`src/cce_pkg.sv`:
```
`default_nettype none
// ----------------------------------------------------------------------------
// cce_pkg
// shared widths, codes and controller/datapath interface types for the
// circular 2d convolution engine
// ----------------------------------------------------------------------------
package cce_pkg;

    // field widths
    localparam int OP_W      = 2;
    localparam int IDX_W     = 6;
    localparam int VAL_W     = 16;
    localparam int DIM_W     = 7;
    localparam int OUT_W     = 24;
    localparam int PROD_W    = 2 * VAL_W;
    // 127 x 127 products of at most 2^30 need 44 bits plus sign and margin
    localparam int ACC_W     = 46;
    localparam int FRAC_W    = 15;
    localparam int CFG_IDX_W = 1;

    // opcodes
    localparam logic [OP_W-1:0] OP_WR_KERNEL = 2'd0;
    localparam logic [OP_W-1:0] OP_WR_GRID   = 2'd1;
    localparam logic [OP_W-1:0] OP_READ      = 2'd2;

    // configuration register indexes
    localparam logic [CFG_IDX_W-1:0] CFG_ROWS = 1'b0;
    localparam logic [CFG_IDX_W-1:0] CFG_COLS = 1'b1;

    localparam logic [DIM_W-1:0] DIM_RESET = 7'd64;

    // rounding and output range
    localparam logic signed [ACC_W-1:0] ROUND_HALF  = 46'sd16384;
    localparam logic signed [ACC_W-1:0] OUT_MAX_ACC = 46'sd8388607;
    localparam logic signed [ACC_W-1:0] OUT_MIN_ACC = -46'sd8388608;
    localparam logic [OUT_W-1:0]        OUT_MAX_VAL = 24'h7FFFFF;
    localparam logic [OUT_W-1:0]        OUT_MIN_VAL = 24'h800000;

    typedef struct packed {
        logic wr_kernel;
        logic wr_grid;
        logic load_idx;
        logic mod_step;
        logic start_scan;
        logic step;
        logic load_out;
    } t_cmd;

    typedef struct packed {
        logic mod_done;
        logic scan_last;
        logic pipe_busy;
        logic out_free;
    } t_status;

endpackage
`default_nettype wire

```
`src/cce_ctrl.sv`:
```
`default_nettype none
// ----------------------------------------------------------------------------
// cce_ctrl
// request sequencer: decodes requests, walks index reduction, the
// multiply-accumulate scan, pipeline drain and result hand-off
// ----------------------------------------------------------------------------
module cce_ctrl
    import cce_pkg::*;
(
    input  wire logic            i_clk,
    input  wire logic            i_rst_n,
    input  wire logic            i_s_tvalid,
    input  wire logic [OP_W-1:0] i_opcode,
    output logic                 o_s_tready,
    input  wire t_status         i_st,
    output t_cmd                 o_cmd
);

    localparam logic [2:0] S_IDLE  = 3'd0;
    localparam logic [2:0] S_MOD   = 3'd1;
    localparam logic [2:0] S_SCAN  = 3'd2;
    localparam logic [2:0] S_DRAIN = 3'd3;
    localparam logic [2:0] S_OUT   = 3'd4;

    logic [2:0] r_state;
    logic [2:0] n_state;

    assign o_s_tready = (r_state == S_IDLE);

    always_comb begin
        n_state = r_state;
        o_cmd   = '0;
        unique case (r_state)
            S_IDLE: begin
                if (i_s_tvalid) begin
                    unique case (i_opcode)
                        OP_WR_KERNEL: o_cmd.wr_kernel = 1'b1;
                        OP_WR_GRID:   o_cmd.wr_grid   = 1'b1;
                        OP_READ: begin
                            o_cmd.load_idx = 1'b1;
                            n_state        = S_MOD;
                        end
                        default: ;
                    endcase
                end
            end
            S_MOD: begin
                if (i_st.mod_done) begin
                    o_cmd.start_scan = 1'b1;
                    n_state          = S_SCAN;
                end else begin
                    o_cmd.mod_step = 1'b1;
                end
            end
            S_SCAN: begin
                o_cmd.step = 1'b1;
                if (i_st.scan_last) begin
                    n_state = S_DRAIN;
                end
            end
            S_DRAIN: begin
                if (!i_st.pipe_busy) begin
                    n_state = S_OUT;
                end
            end
            S_OUT: begin
                // hold the finished sum until the output register frees up
                if (i_st.out_free) begin
                    o_cmd.load_out = 1'b1;
                    n_state        = S_IDLE;
                end
            end
            default: n_state = S_IDLE;
        endcase
    end

    always_ff @(posedge i_clk) begin
        if (!i_rst_n) begin
            r_state <= S_IDLE;
        end else begin
            r_state <= n_state;
        end
    end

    a_read_starts_mod: assert property (@(posedge i_clk) disable iff (!i_rst_n)
        (i_s_tvalid && o_s_tready && i_opcode == OP_READ) |=> (r_state == S_MOD))
        else $error("read request did not start index reduction");

endmodule
`default_nettype wire

```
`config.mk`:
```
export PLATFORM = sky130hd
export DESIGN_NAME = cce_ctrl
export DESIGN_NICKNAME = d
export VERILOG_FILES = /design/src/cce_pkg.sv /design/src/cce_ctrl.sv
export SDC_FILE = /design/constraint.sdc
export NUM_CORES = 1
export LEC_CHECK = 0
export BUFFER_PORTS_ARGS = -buffer_cell sky130_fd_sc_hd__buf_2
export CORE_AREA = 2 2 39 41
export CTS_CLUSTER_DIAMETER = 60
export CTS_CLUSTER_SIZE = 40
export DETAILED_ROUTE_END_ITERATION = 8
export DIE_AREA = 0 0 41 43
export PLACE_DENSITY = 0.39
export SYNTH_ARGS = -nofsm -noshare
export SYNTH_HDL_FRONTEND = slang
export SYNTH_SLANG_ARGS = --single-unit
```
`constraint.sdc`:
```
create_clock -name i_clk -period 1.45 [get_ports i_clk]
set_clock_uncertainty 0.05 [all_clocks]
set_input_delay 0.0725 -clock i_clk [delete_from_list [all_inputs] [get_ports i_clk]]
set_output_delay 0.0725 -clock i_clk [all_outputs]
set_load 0.01 [all_outputs]
```
# After elaboration in Yosys (flattened, before gate mapping)
# Cells that the tools add are included.
classes:
  reduce_logical: 3
  mux: 18
  eq_ne: 12
ops:
  columns: ["cell", "count"]
  rows:
  - ["$mux 3", 8]
  - ["$pmux 3 s5", 1]
  - ["$ne 2x2->1 const B", 5]
  - ["$mux 1", 8]
  - ["$eq 3x2->1 const B", 2]
  - ["$reduce_and 6->1", 1]
  - ["$eq 3x1->1 const B", 1]
  - ["$eq 3x3->1 const B", 1]
  - ["$logic_not 3->1", 1]
  - ["$eq 2x1->1 const B", 1]
  - ["$eq 2x2->1 const B", 1]
  - ["$logic_not 2->1", 1]
  - ["$mux 2", 1]
  - ["$ne 2x1->1 const B", 1]
word_totals:
  ff_bits: 3
  word_cells: 34
  output_inout_bits: 8
  input_bits: 9

# Logic depth before layout (Yosys ltp)
logic_depth:
  depth_word: 4
  depth_mapped: 4
  depth_no_buf: 3

# Worst setup path after synthesis
# Ideal clock, no wire load.
synth_path:
  kind: "register to output"
  start: "register r_state[1]"
  end: "output port o_cmd[6] (netlist bit)"
  required_time_ns: 1.327
  stages_incl_launch_ff: 4
  n_path_buf: 1
  slack_ns: 0.073
  t_arrival_ns: 1.255
  path_cell_list: "dfxtp_1 > buf_6 > nor3_1 > nor4bb_1"
synth_lines:
  columns: ["item", "line_no", "text"]
  rows:
  - ["start: declaration", "cce_ctrl.sv:25", "logic [2:0] r_state;"]
  - ["start signal: assignment", "cce_ctrl.sv:81", "r_state <= n_state;"]
  - ["end: declaration", "cce_ctrl.sv:16", "output t_cmd o_cmd"]

==> out/summary.json <==
{
  "place.port_buffers": {"value": 16},
  "place_hpwl": {"value": 577, "unit": "um"},
  "wirelength": {"value": 730, "unit": "um"},
  "synthesis.area": {"value": 248, "unit": "um^2"},
  "critPathKind": {"value": "flop to primary output"},
  "grt-busiest-layer": {"value": "met2"},
  "met3_usage": {"value": 3.66, "unit": "%"},
  "die_y": {"value": 43, "unit": "um"},
  "io_pins": {"value": 17},
  "grt_first_pass_wirelength": {"value": 1.21, "unit": "mm"},
  "drive_above_1_share": {"value": 57.4, "unit": "%"},
  "overflow": {"value": 0},
  "detail_route.iter0.violations": {"value": 3},
  "outcome": {"value": "finished clean"},
  "ant_nets": {"value": 0},
  "reg.largest.list": {"value": "r_state x3"},
  "pin_count_of_the_biggest_net_entering_global_routing": {"value": 10},
  "grtUsageTotal": {"value": 10.6, "unit": "%"},
  "synth-edff-count": {"value": 0},
  "fin_setup_tns": {"value": 0, "unit": "ns"},
  "die_width": {"value": 41, "unit": "um"},
  "synth.yosys.seq_area_share": {"value": 24.2, "unit": "%"},
  "setup_repair_after_global_routing_missed_its_margin": {"value": "no"},
  "cp-end-kind": {"value": "primary output"},
  "grt_pass1_vias": {"value": 309},
  "dr.pass1.iters": {"value": 4},
  "worst_hold_startpoint": {"value": "i_rst_n"},
  "worst-slew-pin-transition": {"value": 0.228, "unit": "ns"},
  "antenna_found_initial": {"value": 0},
  "initial_core_util": {"value": 17.9, "unit": "%"},
  "final_setup_violation_count": {"value": 0},
  "core_rows": {"value": 14},
  "cts_tree": {"value": "yes"},
  "max_freq": {"value": 747, "unit": "MHz"},
  "drt-wirelength-per-cell": {"value": 10.4, "unit": "um"},
  "via_total_after_detailed_routing": {"value": 311},
  "stage_delay_of_the_slowest_cell_on_the_critical_path": {"value": 0.35, "unit": "ns"},
  "synthCells": {"value": 30},
  "crit_fanout": {"value": 7},
  "drv.max_cap_violation_count": {"value": 0},
  "power.static_leakage": {"value": 0.208, "unit": "nW"},
  "antenna_cells_inserted": {"value": 0},
  "largest_reg_flops": {"value": 3},
  "crit_arrival": {"value": 1.22, "unit": "ns"},
  "hold_class": {"value": "input port to flop"},
  "start_kind": {"value": "flop"},
  "root_buffer": {"value": "sky130_fd_sc_hd__clkbuf_4"},
  "synth.avg_cell_area": {"value": 8.26, "unit": "um^2"},
  "area_delta_synth_final": {"value": 70.2, "unit": "%"},
  "ys_ff_latch": {"value": 3},
  "grtUsageMet1": {"value": 11.5, "unit": "%"},
  "ir_drop": {"value": 0.000234, "unit": "V"},
  "ys_warn_count": {"value": 0},
  "cts-buffers-inserted": {"value": 3},
  "crit_path_start": {"value": "r_state[2]"},
  "routabilityCongestion": {"value": 0.686},
  "async_flop_share": {"value": 0, "unit": "%"},
  "required": {"value": 1.33, "unit": "ns"},
  "drt_drc_violations_left": {"value": 0},
  "r2r_start": {"value": "r_state[1]"},
  "clock_path_buffers": {"value": 2},
  "finalHoldViolCount": {"value": 0},
  "max_slew_margin": {"value": 84.7, "unit": "%"},
  "timing.final.max_slew_violations": {"value": 0},
  "crit_share_post_route": {"value": 92.3, "unit": "%"},
  "design.die.area": {"value": 1760, "unit": "um^2"},
  "slowest_stage": {"value": "sky130_fd_sc_hd__dfxtp_2"},
  "register_area": {"value": 63.8, "unit": "um^2"},
  "yosysUniqueCellTypes": {"value": 21},
  "multiInputGateArea": {"value": 190, "unit": "um^2"},
  "floorplan.core_area": {"value": 1380, "unit": "um^2"},
  "final_core_utilization": {"value": 30.5, "unit": "%"},
  "final.min_clock_period": {"value": 1.34, "unit": "ns"},
  "global_route.usage.met2": {"value": 15.0, "unit": "%"},
  "path_cells": {"value": "nand2b_1, buf_4, nor3b_1, buf_2"},
  "cellPowerDensity": {"value": 734, "unit": "nW/um^2"},
  "synth_top_flop_cell": {"value": "sky130_fd_sc_hd__dfxtp_1"},
  "via_per_inst": {"value": 4.44},
  "fin_nets": {"value": 64},
  "fill_cells": {"value": 160},
  "maximum_level_of_the_cts_h_tree": {"value": 1},
  "net_count_of_the_mapped_netlist": {"value": 39},
  "cts.clk_slew.worst_paths": {"value": 0.04, "unit": "ns"},
  "worst_hold_slack": {"value": 0.0474, "unit": "ns"},
  "cts_num_sinks": {"value": 3},
  "worst_skew_pair.late_latency": {"value": 0.23, "unit": "ns"},
  "largest_register": {"value": "r_state"},
  "p_total": {"value": 0.310, "unit": "mW"}
}
[timing repair]
action                     4_1_cts  5_1_grt
gates resized for setup          1        5
setup endpoints to repair        1        3
buffers inserted                 0        1
hold buffers                     0        0
pin swaps                        0        1
[report_power, final]
part	switching, mW	leakage (nW)	internal [mW]	total (mW)
logic	0.0291	0.167	0.0409	0.0700
registers	0.00596	0.0258	0.0862	0.0922
clock network	0.0443	0.0150	0.103	0.147
total	0.0794	0.208	0.230	0.310
[Yosys cell counts (all sizes together), types with 2 or more instances]
library cell	n	area, um^2
nor3	3	15.0
dfxtp	3	60.1
o21ai	2	10.0
nand2	3	11.3
or2b	2	15.0
or4b	2	20.0
[stage by stage]
step / cells / worst slack (ns) / area (um^2)
after floorplan: 30 / 0.0728 / 248
after global placement: 65 / 0.161 / 367
after detailed placement: 65 / 0.134 / 367
after CTS: 69 / 0.0199 / 398
after global routing: 70 / 0.00739 / 422
final: 70 / 0.111 / 422
[final timing paths]
kind	cells past startpoint	slack (ns)	end
worst min-delay path	3	0.05	r_state[0]
worst min register to register	1	0.46	r_state[1]
worst max register to register	3	0.17	r_state[0]
worst max-delay path	4	0.11	o_cmd[2]
[area by class of cell]
type	count	area share [%]
inverter	1	0.890
multi-input combinational	25	45.1
timing repair buffer	21	27.9
sequential	3	15.1
tap	16	4.75
clock buffer	4	6.23
[worst max-delay path, delay by kind of cell, from the launching register on]
family / cells / cell delay [ns]
AND/OR/NAND/NOR: 2 / 0.34
buffers and inverters: 2 / 0.30
flip-flops: 1 / 0.35
[routing by layer]
layer	vias to the layer above	wire length, um
met4	0	0
met3	0	47
met5	-	0
met2	11	386
met1	138	295
li1	162	-
[cell usage in the layout, fill, tap and decap left out, drive strengths merged]
cell type | netlist | layout
nor2 | 1 | 1
nor4bb | 1 | 1
and2b | 1 | 1
nor4 | 1 | 1
nand2b | 1 | 1
or4b | 2 | 2
nor3b | 1 | 1
and4bb | 1 | 1
and4b | 1 | 1
inv | 1 | 1
a22oi | 1 | 1
nand2 | 3 | 3
o21ai | 2 | 2
dfxtp | 3 | 3
and3 | 1 | 1
and2 | 1 | 1
nor3 | 3 | 3
o21a | 1 | 1
buf | 1 | 21
clkbuf | 0 | 4
or2b | 2 | 2
nand3b | 1 | 1
[cell families (layout without fill, tap and decap cells)]
family	after synthesis	in the layout	synth area share, %
AO/OA/AOI/OAI	4	4	10.1
buffers and inverters	2	26	6.06
AND/OR/NAND/NOR	21	21	59.6
flip-flops	3	3	24.2
(Power assumes the default switching activity.)
